[src/rtl/rld_pkg.sv]
// Shared types, constants and helpers for the rectangle/line draw engine.
// No dependencies; rld_queue, rld_front, rld_back, the top level and the bench import it.
package rld_pkg;

	localparam int COORD_W = 12;   // holds any coordinate below 4096
	localparam int DIM_W   = 13;   // holds an image dimension up to 4096
	localparam int SW      = 18;   // signed working width for clamping
	localparam int ADDR_W  = 25;   // linear pixel address, up to 4096*4096
	localparam int CFG_AW  = 4;

	localparam int DEF_MAX_WIDTH  = 256;
	localparam int DEF_MAX_HEIGHT = 256;
	localparam int QUEUE_DEPTH    = 4;

	localparam logic signed [SW-1:0] ZERO_S = '0;
	localparam logic signed [SW-1:0] ONE_S  = SW'(1);

	localparam logic [2:0] OP_PIXEL   = 3'd0;
	localparam logic [2:0] OP_HLINE   = 3'd1;
	localparam logic [2:0] OP_VLINE   = 3'd2;
	localparam logic [2:0] OP_FILL    = 3'd3;
	localparam logic [2:0] OP_OUTLINE = 3'd4;
	localparam logic [2:0] OP_READ    = 3'd5;

	// job kinds carried from front to back
	localparam logic [1:0] K_RECT = 2'd0;
	localparam logic [1:0] K_READ = 2'd1;
	localparam logic [1:0] K_DONE = 2'd2;

	// register index = paddr[3:2]
	localparam logic [1:0] REG_WIDTH  = 2'd0;
	localparam logic [1:0] REG_HEIGHT = 2'd1;
	localparam logic [1:0] REG_GRAY   = 2'd2;

	typedef struct packed {
		logic [1:0]         kind;
		logic [COORD_W-1:0] xs;
		logic [COORD_W-1:0] xe;
		logic [COORD_W-1:0] ys;
		logic [COORD_W-1:0] ye;
		logic [23:0]        color;  // {blue, green, red}
	} job_t;

	typedef struct packed {
		logic [DIM_W-1:0] w;     // active width, already saturated
		logic [DIM_W-1:0] h;
		logic             gray;
	} cfg_t;

	// (r+g+b)/3 as a multiply by 683/2048, exact for sums up to 765
	function automatic logic [7:0] gray_of(input logic [7:0] r, input logic [7:0] g,
			input logic [7:0] b);
		logic [9:0]  sum;
		logic [19:0] prod;
		sum  = {2'b0, r} + {2'b0, g} + {2'b0, b};
		prod = {10'd0, sum} * 20'd683;
		return prod[18:11];
	endfunction

endpackage

[src/rtl/rld_queue.sv]
// Short job queue between the front (classify) and back (draw) parts.
// Depends on rld_pkg.
module rld_queue import rld_pkg::*; #(
	parameter int DEPTH = QUEUE_DEPTH
) (
	input  logic clk,
	input  logic arst_n,
	input  job_t push_data,
	input  logic push_valid,
	output logic push_ready,
	output job_t pop_data,
	output logic pop_valid,
	input  logic pop_ready
);
	localparam int IW = (DEPTH > 1) ? $clog2(DEPTH) : 1;

	job_t            slot_q [DEPTH];
	logic [IW-1:0]   wr_q, rd_q;
	logic [IW:0]     cnt_q;
	logic            push, pop;

	assign push_ready = (cnt_q != (IW+1)'(DEPTH));
	assign pop_valid  = (cnt_q != '0);
	assign pop_data   = slot_q[rd_q];
	assign push       = push_valid && push_ready;
	assign pop        = pop_valid && pop_ready;

	always_ff @(posedge clk) begin
		if (push)
			slot_q[wr_q] <= push_data;
	end

	always_ff @(posedge clk or negedge arst_n) begin
		if (!arst_n) begin
			wr_q  <= '0;
			rd_q  <= '0;
			cnt_q <= '0;
		end else begin
			if (push)
				wr_q <= (wr_q == IW'(DEPTH - 1)) ? '0 : wr_q + 1'b1;
			if (pop)
				rd_q <= (rd_q == IW'(DEPTH - 1)) ? '0 : rd_q + 1'b1;
			if (push && !pop)
				cnt_q <= cnt_q + 1'b1;
			else if (pop && !push)
				cnt_q <= cnt_q - 1'b1;
		end
	end
endmodule

[config.mk]
export PLATFORM = sky130hd
export DESIGN_NAME = rld_queue
export DESIGN_NICKNAME = d
export VERILOG_FILES = /design/src/rtl/rld_pkg.sv /design/src/rtl/rld_queue.sv
export SDC_FILE = /design/constraint.sdc
export NUM_CORES = 1
export LEC_CHECK = 0
export BUFFER_PORTS_ARGS = -buffer_cell sky130_fd_sc_hd__buf_2
export CAP_MARGIN = 5
export CORE_UTILIZATION = 55
export CTS_BUF_LIST = sky130_fd_sc_hd__clkbuf_16
export DETAILED_ROUTE_END_ITERATION = 16
export PLACE_DENSITY = 0.76
export SETUP_SLACK_MARGIN = 0.4
export SLEW_MARGIN = 10
export SYNTH_ARGS = -nofsm -noshare
export SYNTH_HDL_FRONTEND = slang
export SYNTH_SLANG_ARGS = --single-unit
[constraint.sdc]
create_clock -name clk -period 3.9 [get_ports clk]
set_input_delay 0.39 -clock clk [delete_from_list [all_inputs] [get_ports clk]]
set_output_delay 0.39 -clock clk [all_outputs]
set_load 0.005 [all_outputs]
# Yosys cells after proc, flatten, opt, wreduce, memory -nomap -nowiden
# Memory sizes are Yosys's and may differ from the RTL's.
# Index checks and enable logic that the tools add are counted.
dict set report totals {
  regBits 7
  mem_bits_rw 296
  inputBits 78
  out_inout_bits 76
  elab_cells 25
  n_memories 1
}
dict set report op_classes {
  addsub 4
  eq_ne 3
  mux 6
  n_reduce_logical 8
}
# memory depth word_bits read_ports rd_ports_with_merged_regs write_ports line
set memory_table {}
lappend memory_table {slot_q 4 74 1 0 1 rld_queue.sv:17} ;# job_t slot_q [DEPTH];
# operator count
set op_table {}
lappend op_table {{2-to-1 mux 3 bit} 2}
lappend op_table {{adder 2 x 1 -> 2 bit, second input constant} 2}
lappend op_table {{== test 2 bit, second input constant} 2}
lappend op_table {{logical AND 1 bit} 4}
lappend op_table {{2-to-1 mux 2 bit} 2}
lappend op_table {{adder 3 x 1 -> 3 bit, second input constant} 1}
lappend op_table {{inequality test 3 bit, second input constant} 1}
lappend op_table {{nonzero test 3 bit} 1}
lappend op_table {{subtractor 3 x 1 -> 3 bit, second input constant} 1}
lappend op_table {{logical NOT 1 bit} 2}
lappend op_table {{2-to-1 mux 1 bit} 2}
lappend op_table {{nonzero test 2 bit} 1}

# Longest topological paths before layout
# Gate-level depths: netlist of run 1.
dict set report logic_depth {
  ltp_word 6
  ltp_mapped 8
  mapped_depth_nobuf 8
}

# Worst setup path after synthesis of run 1
# OpenSTA, ideal clock, no wires.
dict set report synth_timing {
  path_kind {reg-to-reg}
  startpoint {register cnt_q[0]}
  endpoint {memory slot_q[0][0] (netlist name), enable pin}
  setup_time_ns 0.440
  arrival_time_ns 2.589
  required_time_ns 3.460
  slack_ns 0.871
  path_stages_with_launch 4
  path_buffers 0
  synth_period_minus_slack_ns 3.029
  path_cell_list {dfrtp_1 -> nor2_1 -> a21boi_1 -> and2_1}
}
dict set report synth_between {
  elab_chain_cells 4
}
# item line
set synth_lines {}
lappend synth_lines {{start: declaration} rld_queue.sv:19} ;# logic [IW:0] cnt_q;
lappend synth_lines {{start signal: assignment} rld_queue.sv:44} ;# cnt_q <= cnt_q + 1'b1;
lappend synth_lines {{start signal: assignment} rld_queue.sv:46} ;# cnt_q <= cnt_q - 1'b1;
lappend synth_lines {{inequality test 3 bit} rld_queue.sv:22} ;# assign push_ready = (cnt_q != (IW+1)'(DEPTH));
lappend synth_lines {{logical AND 1 bit} rld_queue.sv:25} ;# assign push = push_valid && push_ready;
lappend synth_lines {{via push} rld_queue.sv:20} ;# logic push, pop;
lappend synth_lines {{2-to-1 mux 1 bit} rld_queue.sv:29} ;# if (push)
lappend synth_lines {{2-to-1 mux 1 bit (implied by the code)} rld_queue.sv:30} ;# slot_q[wr_q] <= push_data;
lappend synth_lines {{end: declaration} rld_queue.sv:17}
# The timed path passes the listed nets, and every way through them passes these cells.

==> reports/metrics.cfg, run 1 <==
[worst_setup_path]
required_ps = 3510
cp_max_fo = 37
arrival_ps = 2530
critical_path_class = reg2out
end_kind = primary output
start_kind = register

[clock_network]
cts.sinks = 303
htreeDepth = 1
cts_resized = 0
cts_max_path_buffers = 3
clock-root-buffer = clkbuf_16
cts_tree = built
clk_pin_slew_ps = 60
clk-insertion-delay-late_ps = 530
cts_buffers = 30

[sta]
drv_slew = 0
setup_viol = 0
finClkSkew_ps = 10.7
layout_setup_ws_ps = 980
clock.fmax_mhz = 342
tns_ps = 0
period_needed_ps = 2920
maxSlewHeadroom_pct = 24.5
rsz0062_at_grt = no
worst_slew_pin_slew_ps = 1130
hold_viol_final = 0
finalCritPeriodShare_pct = 74.9

[cells_and_area]
final_nets = 683
syn_to_final_growth_pct = 18.4
drive_gt1_share_pct = 46.3

[global_route]
grt_pass1_wl_um = 29400
grt_pass1_vias = 5240
grt_overflow = 0
antenna_found_initial = 3
grt_max_degree = 77
grt_use_total_pct = 19.3

[logic_synthesis]
synth_top_area_share_pct = 79.7
synth_fp_nets = 509
netlist_area_sq_um = 11100
yosys-top-cells-count = 296 x edfxtp_1, 74 x mux4_2, 7 x dfrtp_1
ys_seq_area_share_pct = 81.3
synthCells = 424
synth_area_leaders = edfxtp_1 80%, mux4_2 15%, dfrtp_1 1.6%
yosys_register_bits = 303
synth_cell_type_count = 20
syn_area_per_cell_sq_um = 26.3
synth_warnings = 0
synth-main-ff-cell = edfxtp_1
synth.most_common_cell = edfxtp_1
ys_async_sr_fraction_pct = 2.31
yosys.area.top_type = edfxtp_1
synth-edff-count = 296

[drt]
remaining_drc_errors = 0
first_pass_iters = 4
drt_iter0_markers = 357
wl_met2_um = 10200
detail-route-antenna-nets = 0
wire_per_inst_um = 22.4
routed-wl-met3_um = 1520
top_layer_used = met5
routed_via_density = 5.60
num_vias = 4953
wl_um = 19800
wl_met1_um = 7800

[floorplanning]
dieArea_sq_um = 20800
rows = 51
start_util_pct = 56.7
chipHeight_um = 144
io-pin-count = 154
die_w_um = 144
coreArea_sq_um = 19700

[placement]
dp_hpwl_um = 11400
place.gp.congestion = 0.729
dp_slack_ps = 1370
portBuffers = 153

[min_path]
min_path_type = in2reg

[pwr]
peakVddDrop_mv = 0.496
powerDensity_nw_per_um2 = 762
p_leak_nw = 4.54

[job]
drv_cap = 0

[outcome]
status = completed

-- cells by family (layout without fill, tap and decap cells) --
| logic type | Yosys count | after routing | synth area share, % |
|---|---|---|---|
| buffers and inverters | 20 | 214 | 1.59 |
| adder cells (fa/ha/maj) | 7 | 7 | 0.853 |
| AND/OR/NAND/NOR | 11 | 11 | 0.483 |
| XOR/XNOR | 3 | 3 | 0.236 |
| AO/OA/AOI/OAI | 1 | 1 | 0.0674 |
| multiplexers | 79 | 79 | 15.5 |
| other | 0 | 2 | 0 |
| flip-flops | 303 | 303 | 81.3 |
-- sequential cells by signal, indices dropped and copies added, names as in the netlist --
register / cells
slot_q: 296
cnt_q: 3
rd_q: 2
wr_q: 2
-- through the flow --
stage | utilization (%) | area, sq um | std cells | power (mW) | hold WS, ps
after floorplan | - | 11100 | 424 | 6.32 | 94.4
after global placement | 61.9 | 12200 | 830 | 7.15 | 228
after detailed placement | 61.9 | 12200 | 830 | 7.26 | 241
after CTS | 67.1 | 13200 | 883 | 10.2 | 45.3
after global routing | 67.1 | 13200 | 883 | 10.6 | 41.7
final | 67.2 | 13200 | 885 | 10.1 | 68.4
-- repair_timing --
action,4_1_cts,5_1_grt
endpoints found under the setup margin,0,0
hold endpoints to repair,7,0
hold buffers,1,0
setup buffers,0,0
-- layer usage --
metal,up-vias,track usage [%]
met5,-,0
met4,2,4.93
met3,27,5.00
met2,182,32.7
met1,2574,25.0
li1,2168,-
-- layout by cell type, fill, tap and decap left out, drive strengths merged, types with 2 or more instances in the layout --
cell type  netlist  final
xor2             2      2
edfxtp         296    296
mux4            74     74
nand2            2      2
clkbuf           2     31
mux2             5      5
bufinv           0      6
inv              3      7
nor2             4      4
ha               6      6
dfrtp            7      7
and2             4      4
diode            0      2
clkinv           0     10
buf             15    158
-- worst paths after layout --
path | start | endpoint | slack (ps) | depth (start not counted)
min reg2reg | cnt_q[2]$_DFFE_PN0P_ | cnt_q[2]$_DFFE_PN0P_ | 520 | 1
max reg2reg | cnt_q[0]$_DFFE_PN0P_ | slot_q[1][30]$_DFFE_PP_ | 1430 | 4
min in group asynchronous | arst_n | wr_q[1]$_DFFE_PN0P_ | 230 | 2
min | push_data[14] | slot_q[2][14]$_DFFE_PP_ | 70 | 1
max in group asynchronous | arst_n | rd_q[0]$_DFFE_PN0P_ | 3490 | 2
max | rd_q[0]$_DFFE_PN0P_ | pop_data[24] | 980 | 3
-- final cells by class --
type                       count  area (sq um)
tap                          265           332
sequential                   303          9070
timing repair buffer         159           838
antenna                        2          5.00
fill                        1277          6450
multi-input combinational    101          1920
inverter                       3          11.3
clock inverter                21           250
clock buffer                  31           776
-- worst max-delay path, stage by stage, from the launching register on --
cell and delay, ps:
dfrtp_4 890, buf_4 380, mux4_2 550, buf_2 140
-- power by group --
group | internal [mW] | switching (mW)
combinational | 1.31 | 1.08
sequential | 4.31 | 0.441
clock | 1.82 | 1.11
total | 7.44 | 2.62
Note: power is estimated with default switching activity, not from simulation.
==> run 2: changes to the inputs <==
CORE_UTILIZATION = 51   (was 55)
PLACE_DENSITY = 0.74   (was 0.76)
clock period = 2.51 ns   (was 3.9 ns; I/O delays follow)
==> run 2 against run 1 <==
Combinational power is 130% higher. Flip-flop and latch count stayed put. Sequential share of layout area is 6.1 points lower. Count of clock-buffer cells in the layout is 2 lower. Total power is 64% higher. Setup slack worse by 720 ps. Register-to-register slack worse by 950 ps. Final area is 9.8% higher. Core utilization is 1.2 points higher. Non-clock buffer count is 107 higher. Critical path depth is 1 higher. Die area is 7.7% higher.
==> reports/metrics.cfg, run 2 (same netlist as run 1, synthesis figures left out) <==
[floorplanning]
start_util_pct = 52.5  ; -4.2 points
io-pin-count = 154  ; unchanged
rows = 53  ; +3.9%
die_w_um = 150  ; +3.8%
dieArea_sq_um = 22500  ; +7.7%
coreArea_sq_um = 21200  ; +8.0%
chipHeight_um = 150  ; +3.8%

[clock_network]
htreeDepth = 1  ; unchanged
cts_max_path_buffers = 3  ; unchanged
cts.sinks = 303  ; unchanged
clock-root-buffer = clkbuf_16
clk-insertion-delay-late_ps = 540  ; about the same
cts_buffers = 29  ; -3.3%
cts_tree = built
clk_pin_slew_ps = 60  ; about the same

[sta]
clock.fmax_mhz = 445
hold_viol_final = 0  ; unchanged
worst_slew_pin_slew_ps = 308  ; -824 ps
maxSlewHeadroom_pct = 79.5  ; +55 points
finalCritPeriodShare_pct = 89.6
tns_ps = 0  ; unchanged
whs_ps = 76.2  ; +7.87 ps
period_needed_ps = 2250
rsz0062_at_grt = yes
drv_slew = 0  ; unchanged
finClkSkew_ps = 13.0  ; +2.28 ps
layout_setup_ws_ps = 261  ; -719 ps
setup_viol = 0  ; unchanged

[cells_and_area]
drive_gt1_share_pct = 44.4  ; -1.9 points
seqCellArea_sq_um = 9070  ; about the same
mostFrequentLayoutCell = edfxtp_1
reg.largest.list = slot_q (296), cnt_q (3)
multi_input_area_sq_um = 1940  ; +1.0%
syn_to_final_growth_pct = 30.0
fillCellCount = 1336  ; +4.6%
largest_reg_flops = 296  ; unchanged
utilization_pct = 68.3  ; +1.2 points
final_cell_mix = 296 x edfxtp_1, 138 x buf_2, 75 x dlygate4sd3_1
instances_no_fill = 1001  ; +13%
final_nets = 789  ; +16%
diodes = 0  ; -2
regMostFlops = slot_q

[worst_setup_path]
required_ps = 2260  ; -1250 ps
critical_path_class = reg2out
cp_slowest_cell = mux4_2
arrival_ps = 2000  ; -530 ps
max_stage_delay_ps = 500  ; -390 ps
start_kind = register
crit_path_cell_trace = buf_12 > clkbuf_16 > mux4_2 > buf_2
end_kind = primary output
cp_max_fo = 8  ; -78%

[global_route]
antenna_found_initial = 0  ; -3
grt_max_degree = 33  ; -57%
grt_use_total_pct = 19.1  ; -0.19 points
grt_pass1_vias = 5820  ; +11%
grt_pass1_wl_um = 31600  ; +7.5%
grt_overflow = 0  ; unchanged

[placement]
place.gp.congestion = 0.740  ; +1.4%
dp_hpwl_um = 12000  ; +5.2%
portBuffers = 153  ; unchanged
placed_cells = 855  ; +3.0%
dp_slack_ps = 342  ; -1030 ps

[drt]
detail-route-antenna-nets = 0  ; unchanged
wire_per_inst_um = 21.6  ; -3.4%
remaining_drc_errors = 0  ; unchanged
routed_via_density = 5.42  ; -3.1%
wl_um = 21600  ; +9.3%
num_vias = 5427  ; +9.6%
first_pass_iters = 4  ; unchanged
drt_iter0_markers = 257  ; -28%

[pwr]
powerDensity_nw_per_um2 = 1140  ; +49%
peakVddDrop_mv = 0.815  ; +64%
p_leak_nw = 5.09  ; +12%

[outcome]
status = completed

[min_path]
min_path_type = in2async

[job]
drv_cap = 0  ; unchanged

-- run 2: through the flow --
step	area, sq um	power [mW]
global route	14500	17.2
detailed placement	12400	11.6
global placement	12400	11.4
floorplan	11200	9.77
finish	14500	16.5
CTS	14200	16.2
-- run 2: per-layer routing --
metal	vias to the layer above	wire length [um]	part of all wire, %	GRT usage, %
li1	2391	-	-	-
met1	2790	8890	41	24.6
met2	204	11000	51	33.5
met3	42	1130	5.2	3.02
met4	0	564	2.6	5.76
met5	-	0	0	0
-- run 2: final timing paths --
path                                      start                    to  slack (ps)  cells past startpoint
setup / recovery            rd_q[0]$_DFFE_PN0P_          pop_data[23]         260                      4
max in group asynchronous                arst_n   rd_q[1]$_DFFE_PN0P_        2250                      2
min in group clk                      pop_ready   rd_q[0]$_DFFE_PN0P_         100                      3
hold / removal                           arst_n   rd_q[0]$_DFFE_PN0P_          80                      2
hold reg to reg            cnt_q[2]$_DFFE_PN0P_  cnt_q[2]$_DFFE_PN0P_         550                      1
setup reg to reg           cnt_q[1]$_DFFE_PN0P_  cnt_q[2]$_DFFE_PN0P_         480                      8
-- run 2: power breakdown --
| part | switching [mW] | internal, mW | total [mW] |
|---|---|---|---|
| clock | 1.75 | 2.30 | 4.05 |
| combinational | 2.40 | 3.04 | 5.44 |
| sequential | 0.309 | 6.68 | 6.99 |
| total | 4.46 | 12.0 | 16.5 |
-- run 2: final cells by class --
class / instances / share of cell area, %
flip-flops and latches: 303 / 62.6
repair buffers: 266 / 15.5
multi-input cells: 101 / 13.4
clock buffers: 29 / 5.01
well taps: 275 / 2.37
clock inverters: 24 / 1.14
inverters: 3 / 0.0777
-- run 2: timing repair --
item,CTS,global route
setup buffers,11,2
endpoints found under the hold margin,303,0
gates resized for setup,9,23
gates cloned,1,4
setup endpoints to repair,76,76
hold buffers,75,0
-- run 2: worst max-delay path, delay by kind of cell (launching register included) --
kind	cells	cell delay, ps
buffers and inverters	3	480
flip-flops	1	460
multiplexers	1	500
